==> src/rtl/core/dad_pkg.sv <==
`timescale 1ns / 1ps

package dad_pkg;

    localparam int YEAR_W  = 14;
    localparam int MONTH_W = 4;
    localparam int DAY_W   = 5;
    localparam int OFFS_W  = 11;
    localparam int STAT_W  = 2;
    // shared adder width: holds a year during the remainder search and a walking day
    localparam int ACC_W   = 16;
    // walking day: 1..31 plus an offset of -1024..1023
    localparam int WDAY_W  = 12;
    localparam int QBIT_W  = 3;

    localparam int YEAR_MAX   = 9999;
    localparam int LEAP_CYCLE = 400;
    localparam int CENTURY    = 100;
    localparam int Q_TOP      = 5;

    localparam logic [MONTH_W-1:0] MON_JAN = MONTH_W'(0);
    localparam logic [MONTH_W-1:0] MON_FEB = MONTH_W'(1);
    localparam logic [MONTH_W-1:0] MON_DEC = MONTH_W'(11);

    localparam logic [STAT_W-1:0] ST_OK      = STAT_W'(0);
    localparam logic [STAT_W-1:0] ST_INVALID = STAT_W'(1);
    localparam logic [STAT_W-1:0] ST_RANGE   = STAT_W'(2);

    typedef struct packed {
        logic [YEAR_W-1:0]  year;
        logic [MONTH_W-1:0] month;
        logic [DAY_W-1:0]   day;
        logic [STAT_W-1:0]  status;
    } t_result;

    typedef struct packed {
        logic start;
        logic take;
    } t_seq_req;

    typedef struct packed {
        logic ready;
        logic done;
    } t_seq_rsp;

    // days per month, february stretched in leap years
    function automatic logic [DAY_W-1:0] days_in(input logic [MONTH_W-1:0] month,
                                                 input logic leap);
        logic [DAY_W-1:0] len;
        case (month)
            4'd1:                   len = leap ? DAY_W'(29) : DAY_W'(28);
            4'd3, 4'd5, 4'd8, 4'd10: len = DAY_W'(30);
            default:                len = DAY_W'(31);
        endcase
        return len;
    endfunction

endpackage

==> src/rtl/core/dad_if.sv <==
`timescale 1ns / 1ps

interface dad_in_if import dad_pkg::*; ();
    logic                      valid;
    logic                      ready;
    logic [YEAR_W-1:0]         start_year;
    logic [MONTH_W-1:0]        start_month;
    logic [DAY_W-1:0]          start_day;
    logic signed [OFFS_W-1:0]  day_offset;

    modport source (output valid, start_year, start_month, start_day, day_offset,
                    input ready);
    modport sink   (input valid, start_year, start_month, start_day, day_offset,
                    output ready);
endinterface

interface dad_out_if import dad_pkg::*; ();
    logic               valid;
    logic               ready;
    logic [YEAR_W-1:0]  result_year;
    logic [MONTH_W-1:0] result_month;
    logic [DAY_W-1:0]   result_day;
    logic [STAT_W-1:0]  status;

    modport source (output valid, result_year, result_month, result_day, status,
                    input ready);
    modport sink   (input valid, result_year, result_month, result_day, status,
                    output ready);
endinterface

==> src/rtl/core/dad_alu.sv <==
`timescale 1ns / 1ps

module dad_alu import dad_pkg::*; (
    input  logic signed [ACC_W-1:0] i_a,
    input  logic signed [ACC_W-1:0] i_b,
    input  logic                    i_sub,
    output logic signed [ACC_W-1:0] o_sum,
    output logic                    o_neg,
    output logic                    o_zero
);

    assign o_sum  = i_sub ? (i_a - i_b) : (i_a + i_b);
    assign o_neg  = o_sum[ACC_W-1];
    assign o_zero = (o_sum == '0);

endmodule

==> src/rtl/core/dad_seq.sv <==
`timescale 1ns / 1ps

module dad_seq import dad_pkg::*; (
    input  logic                     i_clk,
    input  logic                     i_rst_n,
    input  t_seq_req                 i_req,
    input  logic [YEAR_W-1:0]        i_year,
    input  logic [MONTH_W-1:0]       i_month,
    input  logic [DAY_W-1:0]         i_day,
    input  logic signed [OFFS_W-1:0] i_offs,
    output t_seq_rsp                 o_rsp,
    output t_result                  o_res
);

    typedef enum logic [3:0] {
        S_IDLE = 4'b0001,
        S_DIV  = 4'b0010,
        S_WALK = 4'b0100,
        S_DONE = 4'b1000
    } t_state;

    t_state                    r_state;
    logic signed [ACC_W-1:0]   r_year;
    logic [YEAR_W-1:0]         r_rem;
    logic [QBIT_W-1:0]         r_qbit;
    logic [MONTH_W-1:0]        r_month;
    logic signed [WDAY_W-1:0]  r_day;
    t_result                   r_res;

    logic signed [ACC_W-1:0] alu_a, alu_b, alu_sum;
    logic                    alu_sub, alu_neg, alu_zero;
    logic                    leap, day_low, fwd;
    logic [MONTH_W-1:0]      prev_m, next_m;
    logic [DAY_W-1:0]        dim_cur, dim_prev;
    logic [YEAR_W-1:0]       rem_inc, rem_dec;

    // year mod 400 leap rule
    assign leap = (r_rem == '0) ||
                  ((r_rem[1:0] == 2'b00) && (r_rem != YEAR_W'(CENTURY)) &&
                   (r_rem != YEAR_W'(2 * CENTURY)) && (r_rem != YEAR_W'(3 * CENTURY)));

    assign prev_m   = (r_month == MON_JAN) ? MON_DEC : r_month - MONTH_W'(1);
    assign next_m   = (r_month == MON_DEC) ? MON_JAN : r_month + MONTH_W'(1);
    assign dim_cur  = days_in(r_month, leap);
    assign dim_prev = days_in(prev_m, leap);
    assign day_low  = r_day[WDAY_W-1] || (r_day == '0);
    assign rem_inc  = (r_rem == YEAR_W'(LEAP_CYCLE - 1)) ? '0 : r_rem + YEAR_W'(1);
    assign rem_dec  = (r_rem == '0) ? YEAR_W'(LEAP_CYCLE - 1) : r_rem - YEAR_W'(1);

    // operand select for the shared adder
    always_comb begin
        unique case (r_state)
            S_IDLE: begin
                alu_a   = ACC_W'(i_day);
                alu_b   = ACC_W'(i_offs);
                alu_sub = 1'b0;
            end
            S_DIV: begin
                alu_a   = ACC_W'(r_rem);
                alu_b   = ACC_W'(LEAP_CYCLE) << r_qbit;
                alu_sub = 1'b1;
            end
            default: begin
                alu_a   = ACC_W'(r_day);
                alu_b   = day_low ? ACC_W'(dim_prev) : ACC_W'(dim_cur);
                alu_sub = !day_low;
            end
        endcase
    end

    dad_alu u_alu (
        .i_a    (alu_a),
        .i_b    (alu_b),
        .i_sub  (alu_sub),
        .o_sum  (alu_sum),
        .o_neg  (alu_neg),
        .o_zero (alu_zero)
    );

    assign fwd = !day_low && !alu_neg && !alu_zero;

    always_ff @(posedge i_clk) begin
        if (!i_rst_n) begin
            r_state <= S_IDLE;
        end else begin
            unique case (r_state)
                S_IDLE: begin
                    if (i_req.start) begin
                        if ((i_offs == '0) || (i_month > MON_DEC) || (i_day == '0)) begin
                            r_state <= S_DONE;
                        end else begin
                            r_state <= S_DIV;
                        end
                    end
                end
                S_DIV: begin
                    if (r_qbit == '0) begin
                        r_state <= S_WALK;
                    end
                end
                S_WALK: begin
                    if (!day_low && !fwd) begin
                        r_state <= S_DONE;
                    end
                end
                S_DONE: begin
                    if (i_req.take) begin
                        r_state <= S_IDLE;
                    end
                end
                default: r_state <= S_IDLE;
            endcase
        end
    end

    always_ff @(posedge i_clk) begin
        unique case (r_state)
            S_IDLE: begin
                r_year  <= ACC_W'(i_year);
                r_rem   <= i_year;
                r_qbit  <= QBIT_W'(Q_TOP);
                r_month <= i_month;
                r_day   <= alu_sum[WDAY_W-1:0];
                if (i_offs == '0) begin
                    r_res <= '{year: i_year, month: i_month, day: i_day, status: ST_OK};
                end else begin
                    r_res <= '{year: '0, month: '0, day: '0, status: ST_INVALID};
                end
            end
            S_DIV: begin
                // restoring remainder, one quotient bit a cycle
                if (!alu_neg) begin
                    r_rem <= alu_sum[YEAR_W-1:0];
                end
                r_qbit <= r_qbit - QBIT_W'(1);
            end
            S_WALK: begin
                if (day_low) begin
                    r_month <= prev_m;
                    r_day   <= alu_sum[WDAY_W-1:0];
                    if (r_month == MON_JAN) begin
                        r_year <= r_year - ACC_W'(1);
                        r_rem  <= rem_dec;
                    end
                end else if (fwd) begin
                    r_month <= next_m;
                    r_day   <= alu_sum[WDAY_W-1:0];
                    if (r_month == MON_DEC) begin
                        r_year <= r_year + ACC_W'(1);
                        r_rem  <= rem_inc;
                    end
                end else if (r_year < 0) begin
                    r_res <= '{year: '0, month: MON_JAN, day: DAY_W'(1), status: ST_RANGE};
                end else if (r_year > ACC_W'(YEAR_MAX)) begin
                    r_res <= '{year: YEAR_W'(YEAR_MAX), month: MON_DEC, day: DAY_W'(31),
                               status: ST_RANGE};
                end else begin
                    r_res <= '{year: r_year[YEAR_W-1:0], month: r_month,
                               day: r_day[DAY_W-1:0], status: ST_OK};
                end
            end
            default: begin
            end
        endcase
    end

    assign o_rsp.ready = (r_state == S_IDLE);
    assign o_rsp.done  = (r_state == S_DONE);
    assign o_res       = r_res;

endmodule

==> src/rtl/core/date_add_days_top.sv <==
`timescale 1ns / 1ps
// path of an accepted input word to output valid: the year mod 400 remainder search, one month
// step per month crossed (n), one closing step, then the output register; n <= ~35
// zero offset or invalid date: straight from the accepted input word to the output register, no walk
// a new word is taken only once the last one has been handed over, which waits on output stalls;
// the remainder search and the walk run on the single shared adder in dad_seq
// reset: synchronous active-low i_rst_n clears the sequencer and the output valid

module date_add_days_top import dad_pkg::*; (
    input  logic      i_clk,
    input  logic      i_rst_n,
    dad_in_if.sink    i_in,
    dad_out_if.source o_out
);

    t_seq_req req;
    t_seq_rsp rsp;
    t_result  seq_res;

    // output holding register, decouples the sequencer from the downstream stall
    logic    r_out_valid;
    t_result r_out;

    // new word only when the sequencer is idle
    assign i_in.ready = rsp.ready;
    assign req.start  = i_in.valid && rsp.ready;
    // hand the finished word over once the output register is free or draining
    assign req.take   = rsp.done && (!r_out_valid || o_out.ready);

    dad_seq u_seq (
        .i_clk   (i_clk),
        .i_rst_n (i_rst_n),
        .i_req   (req),
        .i_year  (i_in.start_year),
        .i_month (i_in.start_month),
        .i_day   (i_in.start_day),
        .i_offs  (i_in.day_offset),
        .o_rsp   (rsp),
        .o_res   (seq_res)
    );

    always_ff @(posedge i_clk) begin
        if (!i_rst_n) begin
            r_out_valid <= 1'b0;
        end else if (req.take) begin
            r_out_valid <= 1'b1;
        end else if (o_out.ready) begin
            r_out_valid <= 1'b0;
        end
    end

    // payload, no reset needed
    always_ff @(posedge i_clk) begin
        if (req.take) begin
            r_out <= seq_res;
        end
    end

    assign o_out.valid        = r_out_valid;
    assign o_out.result_year  = r_out.year;
    assign o_out.result_month = r_out.month;
    assign o_out.result_day   = r_out.day;
    assign o_out.status       = r_out.status;

endmodule

==> src/flat_wrapper.sv <==
// flat-port wrapper written by rule: the top's interface ports become plain ports
module date_add_days_top_flat import dad_pkg::*;
  (i_clk, i_rst_n, i_in_valid, i_in_start_year, i_in_start_month, i_in_start_day, i_in_day_offset, i_in_ready, o_out_valid, o_out_result_year, o_out_result_month, o_out_result_day, o_out_status, o_out_ready);
  dad_in_if i_in_i ();
  dad_out_if o_out_i ();
  input  logic i_clk;
  input  logic i_rst_n;
  input wire logic [$bits(i_in_i.valid)-1:0] i_in_valid;
  input wire logic [$bits(i_in_i.start_year)-1:0] i_in_start_year;
  input wire logic [$bits(i_in_i.start_month)-1:0] i_in_start_month;
  input wire logic [$bits(i_in_i.start_day)-1:0] i_in_start_day;
  input wire logic [$bits(i_in_i.day_offset)-1:0] i_in_day_offset;
  output wire logic [$bits(i_in_i.ready)-1:0] i_in_ready;
  output wire logic [$bits(o_out_i.valid)-1:0] o_out_valid;
  output wire logic [$bits(o_out_i.result_year)-1:0] o_out_result_year;
  output wire logic [$bits(o_out_i.result_month)-1:0] o_out_result_month;
  output wire logic [$bits(o_out_i.result_day)-1:0] o_out_result_day;
  output wire logic [$bits(o_out_i.status)-1:0] o_out_status;
  input wire logic [$bits(o_out_i.ready)-1:0] o_out_ready;
  assign i_in_i.valid = i_in_valid;
  assign i_in_i.start_year = i_in_start_year;
  assign i_in_i.start_month = i_in_start_month;
  assign i_in_i.start_day = i_in_start_day;
  assign i_in_i.day_offset = i_in_day_offset;
  assign i_in_ready = i_in_i.ready;
  assign o_out_valid = o_out_i.valid;
  assign o_out_result_year = o_out_i.result_year;
  assign o_out_result_month = o_out_i.result_month;
  assign o_out_result_day = o_out_i.result_day;
  assign o_out_status = o_out_i.status;
  assign o_out_i.ready = o_out_ready;
  date_add_days_top u_core (.i_clk(i_clk), .i_rst_n(i_rst_n), .i_in(i_in_i), .o_out(o_out_i));
endmodule
==> config.mk <==
export PLATFORM = sky130hd
export DESIGN_NAME = date_add_days_top_flat
export DESIGN_NICKNAME = d
export VERILOG_FILES = /design/src/rtl/core/dad_pkg.sv /design/src/rtl/core/dad_if.sv /design/src/rtl/core/dad_alu.sv /design/src/rtl/core/dad_seq.sv /design/src/rtl/core/date_add_days_top.sv /design/src/flat_wrapper.sv
export SDC_FILE = /design/constraint.sdc
export NUM_CORES = 1
export LEC_CHECK = 0
export ABC_AREA = 0
export BUFFER_PORTS_ARGS = -buffer_cell sky130_fd_sc_hd__clkbuf_2
export CORE_ASPECT_RATIO = 1.5
export CORE_MARGIN = 2
export CORE_UTILIZATION = 45
export CTS_CLUSTER_DIAMETER = 100
export DETAILED_ROUTE_END_ITERATION = 10
export PLACE_DENSITY = 0.72
export SLEW_MARGIN = 20
export SYNTH_ARGS = -nofsm -noshare
export SYNTH_HDL_FRONTEND = slang
export SYNTH_HIERARCHICAL = 1
export SYNTH_SLANG_ARGS = --single-unit
==> constraint.sdc <==
create_clock -name i_clk -period 12.44 [get_ports i_clk]
set_input_delay 1.244 -clock i_clk [delete_from_list [all_inputs] [get_ports i_clk]]
set_output_delay 1.244 -clock i_clk [all_outputs]
set_load 0.005 [all_outputs]
==> results.md, run 1 <==
* I/O pins at 65
* Worst-margin pin slew at about 1100 ps
* First-pass GRT wire length at ~34 mm
* Antenna violations before repair at 0
* CP required at 12380 ps
* Die W at between 100 and 150 um
* Worst EP arrival at 7370 ps
* Final Max Slew Viols at 0
* Fin crit share at 0.597
* Routability congestion estimate at 0.962
* Die Footprint at roughly 0.018 mm^2
* Syn Area/Cell at 9.12 um^2
* Max_cap viols at 0
* Port bufs at 64
* Worst Setup SP: u_core/u_seq/r_state[3]
* Net count, final at 967
* RSZ-0062 raised after global routing: no
* Setup crit start kind: flop
* Largest fanout on the critical path at 18
* Met1 WL at 8.63 mm
* R2R depth at 23
* Area growth syn-to-layout at 11.1%
* Post-CTS setup buffer count at 0
* Commonest cells after routing, fill and taps aside: nand2_1, edfxtp_1, o21ai_0, clkbuf_2, nor2_1
* Post-route design area at 0.00849 mm^2
* Top sig layer: met4
* Yosys warns at 6
* Setup Crit Path Kind: flop to flop
* Gate Count Post-Synth at 838
* Synthesized net count at 924
* Die Y at 164 um
* Synth Cell Area at 0.00764 mm^2
* HPWL Detailed at ~16 mm
* Post-route minimum period at 7430 ps
* CTS Root Cell: clkbuf_16
* Clock Pin Slew Worst Setup and Hold Paths at 80 ps
* TritonRoute pass-1 iters at 5
* Hold wc startpoint: u_core/u_seq/o_res[5]
* Cts bufs inserted at 9
* Longest Clk Path Bufs at 2
* Global route overflow at 0
* Final WL at ~21 mm
* Vias in the first global route at 6469
* FF-to-FF Start: u_core/u_seq/r_state[3]
* Met2 wire length at around 11 mm
* # rows at 58
* Placeable Area at about 0.017 mm^2
* CTS tree: built
* Antenna Nets Post-Route at 0
* Critical Path Sink Type: flop
* Final setup fails at 0
* Via count at approximately 7000
* Antenna cells at 0
* Post-detailed-route wirelength per cell at 19.6 um
* Vias per cell at about 6.3
* CTS H-tree depth at 3
* 1st-iter DRT viols at between 500 and 600
* Cts hold-fix bufs at 0
* GR Util All Layers at 0.234
* Worst hold path stage count at 0
* Outcome: finished clean
* Clk Latency, worst-skew pair at around 370 ps
* Share of post-route cells with drive strength above 1 at 0.132
* Starting density of the core at 0.458
* Clk_skew at ~25 ps
* R2r setup slk at 5010 ps
* # clock sinks at roughly 100
* Worst Hold Endpoint: u_core/o_out.result_day[3]
* Setup TNS at 0 ps
* Post_cts resized at 0
* Dpl cell area at 0.00815 mm^2
* Largest net degree at the start of global routing at 50
* Final hold violations at 0
* Max Clk Rate at 135 MHz
* Met3 wire len at ~1.3 mm
* Commonest non-fill, non-tap cell in the layout: nand2_1
* Reg2reg end: u_core/u_seq/r_day[5]
* Class of the worst hold path: flop to flop
* Number of remaining DRC errors at 0
* Slew headroom at 0.270
-- per-stage QoR --
step	hold slack [ps]	instances	setup slack, ps	utilization
final	419	1096	5010	0.509
after global routing	431	1096	4410	0.509
after CTS	421	1095	5020	0.508
after detailed placement	405	1079	5100	0.488
after global placement	401	1079	5420	0.488
after floorplan	400	838	5350	-
-- worst max path at each step --
| stage | to | cells after the start |
|---|---|---|
| 2_1_floorplan | u_core/u_seq/o_res[0] | 21 |
| 3_3_place_gp | u_core/u_seq/o_res[18] | 19 |
| 3_5_place_dp | u_core/u_seq/o_res[17] | 22 |
| 4_1_cts | u_core/u_seq/o_res[21] | 22 |
| 5_1_grt | u_core/u_seq/r_day[5] | 23 |
| 6_report | u_core/u_seq/r_day[5] | 23 |
-- layer usage --
| layer | global-route usage | vias to the layer above |
|---|---|---|
| li1 | - | 3243 |
| met1 | 0.290 | 3283 |
| met2 | 0.410 | 283 |
| met3 | 0.0286 | 52 |
| met4 | 0.106 | 0 |
| met5 | 0 | - |
-- flip-flops by register name, indices dropped and copies added, names as in the netlist --
signal and count:
u_core/o_out.result_year 14, u_core/u_seq/r_rem 14, u_core/u_seq/r_month 4, u_core/o_out.valid 1
u_core/u_seq/r_day 12, u_core/u_seq/r_qbit 3, u_core/o_out.result_month 4, u_core/o_out.result_day 5
u_core/u_seq/r_year 16, u_core/u_seq/r_state 4, u_core/o_out.status 2, u_core/u_seq/o_res 25
-- final cells by class --
class                           count  area (um^2)
Clock buffer                        9          225
Clock inverter                      7          101
Fill cell                        1585         8200
Inverter                           33          124
Multi-Input combinational cell    658         4300
Sequential cell                   104         3070
Tap cell                          210          263
Timing Repair Buffer               75          407
-- critical path, stage by stage, from the launching register on --
cell and delay [ps]:
dfxtp_1 440, nor2_1 90, nand3b_1 410, clkinv_1 580, nor2_1 1000, o311ai_0 350, nand2_1 200, inv_1 60
ha_1 190, nand2b_1 120, nor3_1 110, a21oi_1 190, xnor2_1 100, ha_1 370, a21oi_1 90, o21ai_0 350
a32oi_1 130, and2b_1 200, xnor2_1 120, or4_1 570, nor4_2 340, nor2_1 140, o21ai_0 360, nand2_1 490
Power of run 1 is left out: the tool's default activity adds up to more than one toggle a clock period on the data nets, which glitch-free logic cannot reach.
==> run 2, diff against run 1 <==
--- a/config.mk
+++ b/config.mk
@@ -12,7 +12,7 @@
 export CORE_UTILIZATION = 45
 export CTS_CLUSTER_DIAMETER = 100
 export DETAILED_ROUTE_END_ITERATION = 10
-export PLACE_DENSITY = 0.72
+export PLACE_DENSITY = 0.74
 export SLEW_MARGIN = 20
 export SYNTH_ARGS = -nofsm -noshare
 export SYNTH_HDL_FRONTEND = slang
==> constraint.sdc (replaced) <==
create_clock -name i_clk -period 6.45 [get_ports i_clk]
set_input_delay 0.645 -clock i_clk [delete_from_list [all_inputs] [get_ports i_clk]]
set_output_delay 0.645 -clock i_clk [all_outputs]
set_load 0.005 [all_outputs]
==> run 2 against run 1 <==
Cell area increased by 1.1%; final cell count increased by 1.2%; flip-flop and latch count unchanged; largest cell class unchanged; setup slack got worse by 4500 ps.
==> results.md, run 2 (same netlist as run 1, synthesis figures left out) <==
* Slew headroom at 0.223 (-0.0464)
* Final WL at 20.9 mm (-2.4%)
* Max reg flops at 25 (unchanged)
* Global route overflow at 0 (unchanged)
* Largest fanout on the critical path at 16 (-2)
* Vias in the first global route at 6398 (-1.1%)
* Share of post-route cells with drive strength above 1 at 0.146 (+0.0137)
* Worst-margin pin slew at 1160 ps (+64.7 ps)
* Fin crit share at 0.925 (+0.328)
* Antenna violations before repair at 0 (unchanged)
* Filler instances at 1546 (-2.5%)
* Die Footprint at 0.0181 mm^2 (unchanged)
* Crit path max-delay cell type: edfxtp_1
* Cts bufs inserted at 9 (unchanged)
* Worst EP arrival at 6070 ps (-1300 ps)
* Post-route minimum period at 5970 ps (-1460 ps)
* Setup TNS at 0 ps (unchanged)
* I/O pins at 65 (unchanged)
* Commonest cells after routing, fill and taps aside: nand2_1, edfxtp_1, o21ai_0, clkbuf_2, nor2_1
* Hold wc startpoint: u_core/u_seq/o_res[7]
* Antenna Nets Post-Route at 0 (unchanged)
* RSZ-0062 raised after global routing: no
* Max_cap viols at 0 (unchanged)
* Routability congestion estimate at 0.888 (-7.8%)
* CTS H-tree depth at 3 (unchanged)
* TritonRoute pass-1 iters at 5 (unchanged)
* Antenna cells at 0 (unchanged)
* R2R depth at 25 (+8.7%)
* Largest net degree at the start of global routing at 50 (unchanged)
* Max incr delay on CP at 550 ps (-450 ps)
* Die W at 110 um (unchanged)
* Net count, final at 980 (+1.3%)
* Number of remaining DRC errors at 0 (unchanged)
* Worst hold path stage count at 0 (unchanged)
* Starting density of the core at 0.458 (unchanged)
* Final hold violations at 0 (unchanged)
* Longest Clk Path Bufs at 2 (unchanged)
* Commonest non-fill, non-tap cell in the layout: nand2_1
* Clk_skew at 16.8 ps (-8.09 ps)
* Area growth syn-to-layout at 12.4%
* Vias per cell at 6.20 (-1.0%)
* First-pass GRT wire length at 33.1 mm (-2.2%)
* Most used cell, CP: o21ai_0
* Final Max Slew Viols at 0 (unchanged)
* # rows at 58 (unchanged)
* Clock Pin Slew Worst Setup and Hold Paths at 90 ps (about the same)
* Outcome: finished clean
* Setup Crit Path Kind: flop to flop
* # clock sinks at 104 (unchanged)
* CP required at 6560 ps (-5820 ps)
* Placeable Area at 0.0167 mm^2 (unchanged)
* Class of the worst hold path: flop to flop
* Cell count after placement at 1089 (+0.93%)
* Via count at 6871 (+0.15%)
* Port bufs at 64 (unchanged)
* Max Clk Rate at 168 MHz (+25%)
* CTS tree: built
* GR Util All Layers at 0.228 (-0.00649)
* Clk Latency, worst-skew pair at 360 ps (about the same)
* Die Y at 164 um (unchanged)
* FF-to-FF Start: u_core/u_seq/r_rem[7]
* CTS Root Cell: clkbuf_16
* Setup crit start kind: flop
* Instance count on the critical path at 25 (+8.7%)
* Final setup fails at 0 (unchanged)
* Critical Path Sink Type: flop
* CP delay by family, top: simple AND/OR/NAND/NOR gates
* Post-detailed-route wirelength per cell at 18.9 um (-3.6%)
* HPWL Detailed at 15.7 mm (-1.7%)
* Fin cells at 1109 (+1.2%)
* Worst Setup SP: u_core/u_seq/r_rem[7]
* 1st-iter DRT viols at 800 (+52%)
* Bufs and invs on worst path at 3 (+1)
==> run 2: area by class of cell <==
type                    count  area, um^2  area share
clock buffers               9         225      0.0262
well taps                 210         263      0.0306
multi-input cells         658        4310       0.502
clock inverters             7        96.3      0.0112
flip-flops and latches    104        3070       0.358
repair buffers             88         500      0.0582
inverters                  33         124      0.0144
==> run 2: worst paths after layout <==
kind	end	slack (ps)
hold reg to reg	u_core/o_out.result_month[0]	420
hold / removal	u_core/o_out.result_month[0]	420
setup reg to reg	u_core/u_seq/r_year[7]	480
setup / recovery	u_core/u_seq/r_year[7]	480
==> run 2: through the flow <==
stage	hold slack, ps	cell area [um^2]	utilization	worst slack [ps]
6_report	423	8590	0.515	484
5_1_grt	431	8590	0.515	46.1
3_5_place_dp	405	8230	0.493	312
3_3_place_gp	401	8230	0.493	595
4_1_cts	423	8550	0.512	251
2_1_floorplan	400	7650	-	117
==> run 2: what timing repair did <==
action,in CTS,in global routing
hold buffers,0,0
endpoints found under the hold margin,0,0
setup buffers,0,4
setup endpoints to repair,0,57
resized for setup,0,4
==> run 2: worst reg2reg max path, stage by stage, from the launching register on <==
cell	delay [ps]
edfxtp_1	550
nand2b_1	230
o21ai_0	200
a31oi_1	100
o21a_1	250
o21ai_0	200
a31oi_1	170
inv_1	90
ha_1	170
nand2b_1	100
nor3_1	440
a21oi_1	150
xnor2_1	160
ha_1	340
and3_4	200
and3_1	170
a32oi_1	220
and2b_1	170
xnor2_1	70
or4_1	540
nor4_2	290
nor2_1	130
o21ai_0	290
buf_4	200
a21oi_1	60
buf_4	230
==> run 2: per-layer routing <==
metal / global-route usage / wire length (um) / share of wire / up-vias
li1: - / - / - / 3277
met1: 0.274 / 8430 / 0.40 / 3257
met2: 0.397 / 10300 / 0.49 / 271
met3: 0.0289 / 1110 / 0.053 / 66
met4: 0.123 / 1060 / 0.050 / 0
met5: 0 / 0 / 0 / -
Power of run 2 is left out for the same reason.
